### config.mk
export PLATFORM = sky130hd
export DESIGN_NAME = ipv6_header_parse_check
export DESIGN_NICKNAME = d
export VERILOG_FILES = /design/src/rtl/ihp_pkg.sv /design/src/rtl/ihp_in_stage.sv /design/src/rtl/ihp_parser.sv /design/src/rtl/ihp_out_stage.sv /design/src/rtl/ipv6_header_parse_check.sv
export VERILOG_INCLUDE_DIRS = /design/src /design/src/rtl
export SDC_FILE = /design/constraint.sdc
export NUM_CORES = 1
export LEC_CHECK = 0
export ABC_AREA = 0
export BUFFER_PORTS_ARGS = -buffer_cell sky130_fd_sc_hd__buf_2
export CORE_MARGIN = 5
export CORE_UTILIZATION = 60
export DETAILED_ROUTE_END_ITERATION = 10
export GPL_ROUTABILITY_DRIVEN = 0
export PLACE_DENSITY = 0.8
export SLEW_MARGIN = 20
export SYNTH_ARGS = -nofsm -noshare
export SYNTH_HDL_FRONTEND = slang
export SYNTH_SLANG_ARGS = --single-unit
### constraint.sdc
create_clock -name clk -period 42 [get_ports clk]
set_input_delay 6.3 -clock clk [delete_from_list [all_inputs] [get_ports clk]]
set_output_delay 6.3 -clock clk [all_outputs]
set_load 0.005 [all_outputs]
### src/rtl/ipv6_header_parse_check_defines.svh
// Assertion macros shared by the parser RTL.
// Each macro samples on clk and is disabled while rst_n is low.
`ifndef IPV6_HEADER_PARSE_CHECK_DEFINES_SVH
`define IPV6_HEADER_PARSE_CHECK_DEFINES_SVH

// Same-cycle implication.
`define IHP_ASSERT_NOW(label, ante, cons, msg) \
  label: assert property (@(posedge clk) disable iff (!rst_n) (ante) |-> (cons)) \
    else $error(msg);

// Next-cycle implication.
`define IHP_ASSERT_NEXT(label, ante, cons, msg) \
  label: assert property (@(posedge clk) disable iff (!rst_n) (ante) |=> (cons)) \
    else $error(msg);

`endif

### src/rtl/ihp_pkg.sv
package ihp_pkg;

  localparam int unsigned HDR_WORDS = 5;

  localparam logic [16:0] HDR_LEN      = 17'd40;
  localparam logic [5:0]  HDR_POS_END  = 6'd40;
  localparam logic [5:0]  POS_VERSION  = 6'd0;
  localparam logic [5:0]  POS_PLEN_LO  = 6'd5;
  localparam logic [5:0]  POS_HOP      = 6'd7;
  localparam logic [5:0]  POS_LAST     = 6'd39;
  localparam logic [3:0]  IP_VERSION   = 4'h6;

  typedef enum logic [2:0] {
    ST_OK      = 3'd0,
    ST_SHORT   = 3'd1,
    ST_VERSION = 3'd2,
    ST_TRUNC   = 3'd3,
    ST_HOP     = 3'd4,
    ST_DST     = 3'd5
  } ihp_status_t;

  typedef struct packed {
    logic [7:0]  data_byte;
    logic        first_byte;
    logic [16:0] frame_len;
  } ihp_item_t;

  typedef struct packed {
    ihp_status_t status;
    logic [7:0]  traffic_class;
    logic [19:0] flow_id;
    logic [15:0] payload_length;
    logic [7:0]  next_header;
    logic [7:0]  hops_left;
    logic [63:0] src_addr_high;
    logic [63:0] src_addr_low;
    logic [63:0] dst_addr_high;
    logic [63:0] dst_addr_low;
  } ihp_result_t;

endpackage

### src/rtl/ihp_in_stage.sv
module ihp_in_stage (
  input  logic              clk,
  input  logic              rst_n,
  input  logic              in_valid,
  output logic              in_stall,
  input  ihp_pkg::ihp_item_t in_item,
  output logic              item_vld,
  output ihp_pkg::ihp_item_t item,
  input  logic              item_pop
);
  import ihp_pkg::*;

  logic      vld_r, vld_nxt;
  ihp_item_t item_r;
  logic      load;

  // hold the word while the parser cannot take it
  assign in_stall = vld_r && !item_pop;
  assign load     = in_valid && !in_stall;

  always_comb begin
    vld_nxt = vld_r;
    if (load) begin
      vld_nxt = 1'b1;
    end else if (item_pop) begin
      vld_nxt = 1'b0;
    end
  end

  always_ff @(posedge clk) begin
    if (!rst_n) begin
      vld_r <= 1'b0;
    end else begin
      vld_r <= vld_nxt;
    end
  end

  always_ff @(posedge clk) begin
    if (load) begin
      item_r <= in_item;
    end
  end

  assign item_vld = vld_r;
  assign item     = item_r;

endmodule

### src/rtl/ihp_parser.sv
`include "ipv6_header_parse_check_defines.svh"

module ihp_parser (
  input  logic                clk,
  input  logic                rst_n,
  input  logic                item_vld,
  input  ihp_pkg::ihp_item_t  item,
  input  logic                out_free,
  output logic                item_pop,
  output logic                res_vld,
  output ihp_pkg::ihp_result_t res
);
  import ihp_pkg::*;

  logic [5:0]  pos_r, pos_nxt;
  logic        done_r, done_nxt;
  logic [16:0] len_r, len_nxt;
  logic [63:0] hw_r [HDR_WORDS];

  logic        first;
  logic [16:0] len_eff;
  logic [16:0] len_room;
  logic [5:0]  pos_eff;
  logic        done_eff;
  logic [63:0] new_w4;
  logic [63:0] h0;
  logic        emit;
  logic        upd;
  logic        fin;
  ihp_status_t status;

  always_comb begin
    first    = item.first_byte;
    len_eff  = first ? item.frame_len : len_r;
    pos_eff  = first ? '0 : pos_r;
    done_eff = first ? 1'b0 : done_r;
    len_room = len_eff - HDR_LEN;
    new_w4   = {hw_r[HDR_WORDS-1][55:0], item.data_byte};
    h0       = hw_r[0];
    emit     = 1'b0;
    upd      = 1'b0;
    fin      = 1'b0;
    status   = ST_OK;

    priority if (first && (item.frame_len < HDR_LEN)) begin
      emit   = 1'b1;
      fin    = 1'b1;
      status = ST_SHORT;
    end else if (!done_eff) begin
      priority if (pos_eff >= HDR_POS_END) begin
        fin = 1'b1;
      end else if (pos_eff == POS_VERSION && item.data_byte[7:4] != IP_VERSION) begin
        emit   = 1'b1;
        fin    = 1'b1;
        status = ST_VERSION;
      end else if (pos_eff == POS_PLEN_LO &&
                   len_room < {1'b0, h0[7:0], item.data_byte}) begin
        emit   = 1'b1;
        fin    = 1'b1;
        status = ST_TRUNC;
      end else if (pos_eff == POS_HOP && item.data_byte == '0) begin
        emit   = 1'b1;
        fin    = 1'b1;
        status = ST_HOP;
      end else begin
        upd = 1'b1;
        if (pos_eff == POS_LAST) begin
          emit   = 1'b1;
          fin    = 1'b1;
          status = (hw_r[3] == '0 && new_w4 == '0) ? ST_DST : ST_OK;
        end
      end
    end else begin
      // drop the word while waiting for a first byte
    end

    res        = '0;
    res.status = status;
    if (status == ST_OK) begin
      res.traffic_class  = {h0[59:56], h0[55:52]};
      res.flow_id        = {h0[51:48], h0[47:32]};
      res.payload_length = h0[31:16];
      res.next_header    = h0[15:8];
      res.hops_left      = h0[7:0];
      res.src_addr_high  = hw_r[1];
      res.src_addr_low   = hw_r[2];
      res.dst_addr_high  = hw_r[3];
      res.dst_addr_low   = new_w4;
    end
  end

  // a verdict waits for room in the result register; other bytes never stall
  assign item_pop = item_vld && (!emit || out_free);
  assign res_vld  = item_pop && emit;

  always_comb begin
    len_nxt  = len_r;
    pos_nxt  = pos_r;
    done_nxt = done_r;
    if (item_pop) begin
      len_nxt  = len_eff;
      pos_nxt  = upd ? pos_eff + 6'd1 : pos_eff;
      done_nxt = fin ? 1'b1 : done_eff;
    end
  end

  always_ff @(posedge clk) begin
    if (!rst_n) begin
      pos_r  <= '0;
      done_r <= 1'b1;
      len_r  <= '0;
    end else begin
      pos_r  <= pos_nxt;
      done_r <= done_nxt;
      len_r  <= len_nxt;
    end
  end

  // shift the byte into the header word selected by the byte position
  always_ff @(posedge clk) begin
    for (int k = 0; k < HDR_WORDS; k++) begin
      if (item_pop && upd && pos_eff[5:3] == 3'(k)) begin
        hw_r[k] <= {hw_r[k][55:0], item.data_byte};
      end
    end
  end

  `IHP_ASSERT_NOW(a_pos_in_header, !done_r, pos_r < HDR_POS_END, "position past header while parsing")
  `IHP_ASSERT_NEXT(a_verdict_closes, res_vld, done_r, "packet still open after verdict")
  `IHP_ASSERT_NOW(a_err_fields_zero, res_vld && res.status != ST_OK, res.hops_left == '0 && res.dst_addr_low == '0 && res.flow_id == '0, "error verdict carries header fields")

endmodule

### src/rtl/ihp_out_stage.sv
module ihp_out_stage (
  input  logic                 clk,
  input  logic                 rst_n,
  input  logic                 res_vld,
  input  ihp_pkg::ihp_result_t res,
  output logic                 out_free,
  output logic                 out_valid,
  input  logic                 out_stall,
  output ihp_pkg::ihp_result_t out_res
);
  import ihp_pkg::*;

  logic        vld_r, vld_nxt;
  ihp_result_t res_r;

  assign out_free = !vld_r || !out_stall;

  always_comb begin
    vld_nxt = vld_r;
    if (res_vld) begin
      vld_nxt = 1'b1;
    end else if (!out_stall) begin
      vld_nxt = 1'b0;
    end
  end

  always_ff @(posedge clk) begin
    if (!rst_n) begin
      vld_r <= 1'b0;
    end else begin
      vld_r <= vld_nxt;
    end
  end

  always_ff @(posedge clk) begin
    if (res_vld) begin
      res_r <= res;
    end
  end

  assign out_valid = vld_r;
  assign out_res   = res_r;

endmodule

### src/rtl/ipv6_header_parse_check.sv
// IPv6 fixed-header parser and checker.
// Input channel: one packet byte per word (in_data_byte) in wire order;
// in_first_byte marks the start of a packet and carries in_frame_len, the
// total frame length in bytes. Result channel: at most one verdict word per
// packet, out_status plus the header fields (all zero unless status is ok).
// Verdicts: too short on the first byte, bad version on byte 0, truncated
// payload on byte 5, zero hop limit on byte 7, zero destination or ok on
// byte 39. After a verdict, bytes are dropped until the next first byte; a
// first byte always restarts parsing.
// Path: the byte that causes the verdict passes the input register and the
// parse logic; the output register then holds the verdict for out_valid.
// Throughput: while no verdict byte waits for room, the parse logic between
// the two registers takes one byte each cycle and one byte per cycle enters.
// Stall: while out_stall holds a verdict, a byte that causes no verdict still
// goes through; a byte that would give a verdict waits and in_stall rises.
// Reset (rst_n low, synchronous): both registers empty, the parser waits for
// a first byte.
`include "ipv6_header_parse_check_defines.svh"

module ipv6_header_parse_check (
  input  logic        clk,
  input  logic        rst_n,
  input  logic        in_valid,
  output logic        in_stall,
  input  logic [7:0]  in_data_byte,
  input  logic        in_first_byte,
  input  logic [16:0] in_frame_len,
  output logic        out_valid,
  input  logic        out_stall,
  output logic [2:0]  out_status,
  output logic [7:0]  out_traffic_class,
  output logic [19:0] out_flow_id,
  output logic [15:0] out_payload_length,
  output logic [7:0]  out_next_header,
  output logic [7:0]  out_hops_left,
  output logic [63:0] out_src_addr_high,
  output logic [63:0] out_src_addr_low,
  output logic [63:0] out_dst_addr_high,
  output logic [63:0] out_dst_addr_low
);
  import ihp_pkg::*;

  ihp_item_t   in_item;
  ihp_item_t   item;
  logic        item_vld;
  logic        item_pop;
  logic        out_free;
  logic        res_vld;
  ihp_result_t res;
  ihp_result_t out_res;

  assign in_item.data_byte  = in_data_byte;
  assign in_item.first_byte = in_first_byte;
  assign in_item.frame_len  = in_frame_len;

  ihp_in_stage u_in (
    .clk      (clk),
    .rst_n    (rst_n),
    .in_valid (in_valid),
    .in_stall (in_stall),
    .in_item  (in_item),
    .item_vld (item_vld),
    .item     (item),
    .item_pop (item_pop)
  );

  ihp_parser u_parser (
    .clk      (clk),
    .rst_n    (rst_n),
    .item_vld (item_vld),
    .item     (item),
    .out_free (out_free),
    .item_pop (item_pop),
    .res_vld  (res_vld),
    .res      (res)
  );

  ihp_out_stage u_out (
    .clk       (clk),
    .rst_n     (rst_n),
    .res_vld   (res_vld),
    .res       (res),
    .out_free  (out_free),
    .out_valid (out_valid),
    .out_stall (out_stall),
    .out_res   (out_res)
  );

  assign out_status         = out_res.status;
  assign out_traffic_class  = out_res.traffic_class;
  assign out_flow_id        = out_res.flow_id;
  assign out_payload_length = out_res.payload_length;
  assign out_next_header    = out_res.next_header;
  assign out_hops_left      = out_res.hops_left;
  assign out_src_addr_high  = out_res.src_addr_high;
  assign out_src_addr_low   = out_res.src_addr_low;
  assign out_dst_addr_high  = out_res.dst_addr_high;
  assign out_dst_addr_low   = out_res.dst_addr_low;

  `IHP_ASSERT_NOW(a_no_overwrite, res_vld, !out_valid || !out_stall, "verdict overwrites a held result")
  `IHP_ASSERT_NOW(a_pop_needs_word, item_pop, item_vld, "parser consumed an empty input register")
  `IHP_ASSERT_NEXT(a_held_result, out_valid && out_stall, out_valid && $stable(out_status), "held result changed")

endmodule
* Yosys cells after proc, flatten, opt, wreduce, memory -nomap -nowiden
Memories as Yosys holds them, arrays and structs flattened.
Cells that the tools add are included.
Widths: inputs -> output; s select.
** Word-level totals
- Logic and storage cells :: 121
- Register bits after elaboration :: 371
- Input port bits :: 30
- Memories :: 1
- Memory bits (writable) :: 320
- Output and inout bits :: 321
** Memories
- u_parser.hw_r :: words 5, bits a word 64, read ports 5, clocked after Yosys merged registers in 0, write ports 1, RTL line ihp_parser.sv:18 : logic [63:0] hw_r [HDR_WORDS];
** Operators by class
- Reduce and logical (&&, ||, !) cells :: 33
- Eq/ne operators :: 9
- Muxes and demuxes :: 55
- Add/sub/neg operators :: 2
- $lt $le $gt $ge :: 3
** Operators by type and width (count)
- $mux 64 :: 4
- $reduce_or 64->1 :: 4
- $logic_not 64->1 :: 2
- $mux 1 :: 36
- $mux 3 :: 12
- $lt 17x16->1 :: 1
- $lt 17x6->1 const B :: 1
- $mux 17 :: 1
- $sub 17x6->17 const B :: 1
- $logic_and 1x1->1 :: 15
- $eq 6x3->1 const B :: 2
- $mux 6 :: 2
- $logic_not 8->1 :: 1
- $add 6x1->6 const B :: 1
- $eq 3x2->1 const B :: 2
- $eq 6x6->1 const B :: 1
- $ge 6x6->1 const B :: 1
- $logic_not 3->1 :: 2
- $logic_not 6->1 :: 1
- $logic_not 1->1 :: 5
- $ne 4x3->1 const B :: 1
- $eq 3x1->1 const B :: 1
- $eq 3x3->1 const B :: 1
- $logic_or 1x1->1 :: 2
- 2 further kinds :: 2

* Logic depth before layout (Yosys ltp)
- Word-level depth :: 21
- Mapped depth :: 22
- Gate-level depth less buffers :: 17

* Modules after synthesis
Synthesis repeated with hierarchy kept, for this count alone.
** Second synthesis, totals
- Cells, all modules :: 1359
- Area total of the unflattened synthesis :: 24439.7 µm²
** Modules (own cells, without submodules)
- ihp_parser :: area each 13997.2 µm², cells each 1006, times used 1, seq. area each 9729.3 µm²
- ihp_out_stage :: area each 9614.2 µm², cells each 323, times used 1, seq. area each 9599.2 µm²
- ihp_in_stage :: area each 828.3 µm², cells each 30, times used 1, seq. area each 800.8 µm²

* Worst setup path after synthesis
Ideal clock, no wire load.
- Kind :: input to register
- Start :: input port out_stall
- End :: register u_out.res_r (netlist bit u_out.out_res[0]), enable pin
- Arrival :: 20.043 ns
- Required time :: 40.993 ns
- Stages on the path :: 6
- Setup time :: 1.007 ns
- Buffers on the path :: 2
- Setup slack :: 20.950 ns
- Cell sequence :: nand2_1 or2_2 a22oi_2 buf_4 buf_6 nor2_1
** On the way
- Longest elaborated chain between the ends :: 5
** RTL lines
- from (decl) :: RTL line ipv6_header_parse_check.sv:29 : input logic out_stall,
- $logic_not 1->1 :: RTL line ihp_out_stage.sv:16 : assign out_free = !vld_r || !out_stall;
- $logic_or 1x1->1 :: RTL line ihp_out_stage.sv:16
- $logic_or 1x1->1 :: RTL line ihp_parser.sv:93 : assign item_pop = item_vld && (!emit || out_free);
- $logic_and 1x1->1 :: RTL line ihp_parser.sv:93
- $logic_and 1x1->1 :: RTL line ihp_parser.sv:94 : assign res_vld = item_pop && emit;
- via res_vld :: RTL line ipv6_header_parse_check.sv:48 : logic res_vld;
- to (signal assigned) :: RTL line ihp_out_stage.sv:37 : res_r <= res;
- to (decl) :: RTL line ihp_out_stage.sv:14 : ihp_result_t res_r;
The timed path passes the listed nets, and every way through them passes these cells.
A chain may end at the register's enable or synchronous reset.

* Final worst setup path
- Start :: input port out_stall
- End :: output port in_stall
** On the way
- Longest elaborated chain between the ends :: 6
** RTL lines
- $logic_not 1->1 :: RTL line ihp_out_stage.sv:16
- $logic_or 1x1->1 :: RTL line ihp_out_stage.sv:16
- $logic_or 1x1->1 :: RTL line ihp_parser.sv:93
- $logic_and 1x1->1 :: RTL line ihp_parser.sv:93
- $logic_not 1->1 :: RTL line ihp_in_stage.sv:18 : assign in_stall = vld_r && !item_pop;
- $logic_and 1x1->1 :: RTL line ihp_in_stage.sv:18
- to (decl) :: RTL line ipv6_header_parse_check.sv:24 : output logic in_stall,
Every way passes these cells.

==> results.json <==
{
  "rsz0062_at_grt": "false",
  "nNetsFinal": 1788,
  "ios": 351,
  "portBuffers": 350,
  "syn_inst": 1358,
  "yosys.area.top_type": "edfxtp_1",
  "reg2reg_slack_ns": 35.57,
  "placedCellCount": 2202,
  "cts-root-buf": "clkbuf_16",
  "cts-buffers-inserted": 67,
  "maxSlewHeadroom": 0.1962,
  "drtPass1Iterations": 5,
  "yosysWarnings": 0,
  "hpwlAfterDp_mm": 32.57,
  "synthFlopType": "edfxtp_1",
  "setup_viol": 0,
  "r2r_start": "u_in.item[17]$_DFFE_PP_",
  "cp_max_fo": 3,
  "status": "finished clean",
  "peakVddDrop_mv": 0.03819,
  "grt_overflow": 0,
  "cts.sinks": 679,
  "synth_edf_count": 653,
  "core-area_um2": 40650,
  "cts_tree": "done",
  "wirelength_mm": 50.79,
  "p_per_area_nw_per_um2": 47.87,
  "internal_power_uw": 1109,
  "power.clock.fraction": 0.419,
  "clockBufferDepth": 3,
  "grt_pass1_vias": 12800,
  "drive_gt1_frac": 0.2721,
  "end_kind": "primary output",
  "clkLatencyLatePin_ns": 0.59,
  "timing.rr.end": "u_out.out_res[253]$_SDFFCE_PP0P_",
  "synth_area_per_cell_um2": 18.06,
  "syn_area_um2": 24530,
  "dpl_cell_area_um2": 26850,
  "antenna_found_initial": 2,
  "route.detailed.drc": 0,
  "power_switching_uw": 278.8,
  "power_switching_share": 0.2009,
  "cp.arrival_ns": 7.39,
  "fp.dieH_um": 212.2,
  "antennaDiodeCount": 0,
  "min_period_over_period": 0.3260,
  "antenna_left": 0,
  "cts_max_level": 3,
  "start_util": 0.6035,
  "finClkSkew_ns": 0.02154,
  "final_cell_mix": "edfxtp_1, buf_2, and2_1",
  "grt_use_total": 0.2222,
  "synthArstFlopShare": 0,
  "std_cell_rows": 74,
  "max_freq_mhz": 73.04,
  "hold_viol_final": 0,
  "tns_ns": 0,
  "die-area_um2": 45020,
  "synth_area_leaders": "edfxtp_1, and2_1, dfxtp_1",
  "worst_pin_slew_ns": 1.206,
  "max-cap-violations": 0,
  "instances_no_fill": 2318,
  "critPathKind": "in -> out",
  "post_cts_resized": 0,
  "clk_pin_slew_worst_paths_ns": 0.06,
  "ys_seq_area_frac": 0.8206,
  "startpoint": "out_stall",
  "r2r_cells": 20,
  "post-route-util": 0.7133,
  "ys_ff_latch": 679,
  "fp.dieW_um": 212.2,
  "drtIter0Drc": 1333,
  "area_growth_syn_to_layout_pct": 18.21,
  "grt_pass1_wl_mm": 75.18,
  "postCtsHoldBufs": 0,
  "routed_wire_length_per_instance_um": 21.91,
  "critPathCapture": "in_stall",
  "comb_power_share": 0.035,
  "fin_area_um2": 28990,
  "num-fill-cells": 2397,
  "maxSlewViolCount": 0,
  "syn-num-nets": 1407,
  "cellLeakagePower_uw": 0.01038,
  "worstPathRequired_ns": 35.70,
  "grt_max_degree": 302,
  "routed_via_density": 5.494,
  "hold_class": "reg -> reg",
  "cts_setup_buffers": 0,
  "layout_commonest_cell": "edfxtp_1",
  "period_minus_slack_ns": 13.69,
  "startpoint_type": "input pin",
  "via_count": 12730,
  "synth_top_area_share": 0.7994,
  "whs_ns": 0.4280,
  "power_frac_seq": 0.547,
  "ys_types": 69
}
==> flip-flops by register name, summed over array words and instances, names as in the netlist <==
name	cells
u_in.item	26
u_out.out_valid	1
u_parser.hw_r	308
u_in.item_vld	1
u_out.out_res	319
u_parser.len_r	17
u_parser.done_r	1
u_parser.pos_r	6
==> layer usage <==
metal,share of wire,global-route usage
met1,0.40,0.3054
met2,0.50,0.3667
met3,0.071,0.03896
met5,0,0
met4,0.030,0.07774
==> final cells by class <==
type / instances / area [um2] / share of cell area
Timing Repair Buffer: 362 / 1867 / 0.06439
Clock buffer: 80 / 1768 / 0.06098
Tap cell: 532 / 665.6 / 0.02296
Clock inverter: 36 / 371.6 / 0.01282
Multi-Input combinational cell: 603 / 4095 / 0.1412
Inverter: 26 / 97.59 / 0.003366
Sequential cell: 679 / 20130 / 0.6943
==> power groups by stage <==
| stage | clock network, uW | logic [uW] | registers (uW) |
|---|---|---|---|
| 3_5_place_dp | 0 | 48.1 | 773 |
| 4_1_cts | 592 | 48.6 | 759 |
| 5_1_grt | 623 | 52.8 | 759 |
| 3_3_place_gp | 0 | 46.3 | 773 |
| 2_1_floorplan | 0 | 28.2 | 777 |
| 6_report | 581 | 47.9 | 759 |
==> worst min-delay path by stage <==
stage / depth (start not counted) / endpoint / slack [ns] / from
after global placement: 0 / u_parser.hw_r[0][32]$_DFFE_PP_ / 0.42 / u_parser.hw_r[0][24]$_DFFE_PP_
after floorplan: 0 / u_parser.hw_r[0][16]$_DFFE_PP_ / 0.42 / u_parser.hw_r[0][8]$_DFFE_PP_
final: 0 / u_parser.hw_r[2][63]$_DFFE_PP_ / 0.43 / u_parser.hw_r[2][55]$_DFFE_PP_
after global routing: 0 / u_parser.hw_r[2][63]$_DFFE_PP_ / 0.44 / u_parser.hw_r[2][55]$_DFFE_PP_
after CTS: 0 / u_parser.hw_r[2][63]$_DFFE_PP_ / 0.43 / u_parser.hw_r[2][55]$_DFFE_PP_
after detailed placement: 0 / u_parser.hw_r[2][30]$_DFFE_PP_ / 0.42 / u_parser.hw_r[2][22]$_DFFE_PP_
==> synth_stat cells (3+ instances only) <==
library cell	n
o21a_1	3
xor2_1	6
mux2_2	4
nor2_1	17
a211oi_1	3
dfxtp_1	26
buf_2	34
a21oi_1	15
and2_1	301
nor3_1	28
o211ai_1	3
nand2_1	45
clkbuf_1	9
inv_1	26
a21boi_1	4
nor2b_1	4
buf_6	4
ha_1	19
nor4_1	34
edfxtp_1	653
o21ai_0	5
a31oi_1	3
mux2i_1	28
xnor2_1	6
o31ai_1	3
nand3_1	7
nand4_1	12
or2_0	3
==> critical path, stage by stage <==
cell	delay (ns)
buf_2	0.07
nand2_1	0.05
or2_2	0.31
a41o_1	0.22
nor2_1	0.25
buf_2	0.19
==> through the flow <==
step / setup WS (ns) / power (uW)
floorplan: 20.95 / 804.8
global placement: 28.42 / 818.9
detailed placement: 28.33 / 821.1
CTS: 28.32 / 1399
global route: 28.27 / 1435
finish: 28.31 / 1388
==> cell families after synthesis <==
| kind of cell | count (synthesis) | share of synthesized area |
|---|---|---|
| simple gates | 479 | 0.1171 |
| fa+ha+maj | 19 | 0.009692 |
| flops | 679 | 0.8206 |
| mux | 33 | 0.01418 |
| compound gates | 60 | 0.01933 |
| xor+xnor | 12 | 0.004285 |
| buf+inv | 76 | 0.01474 |
Power figures use the tool's default switching activity.
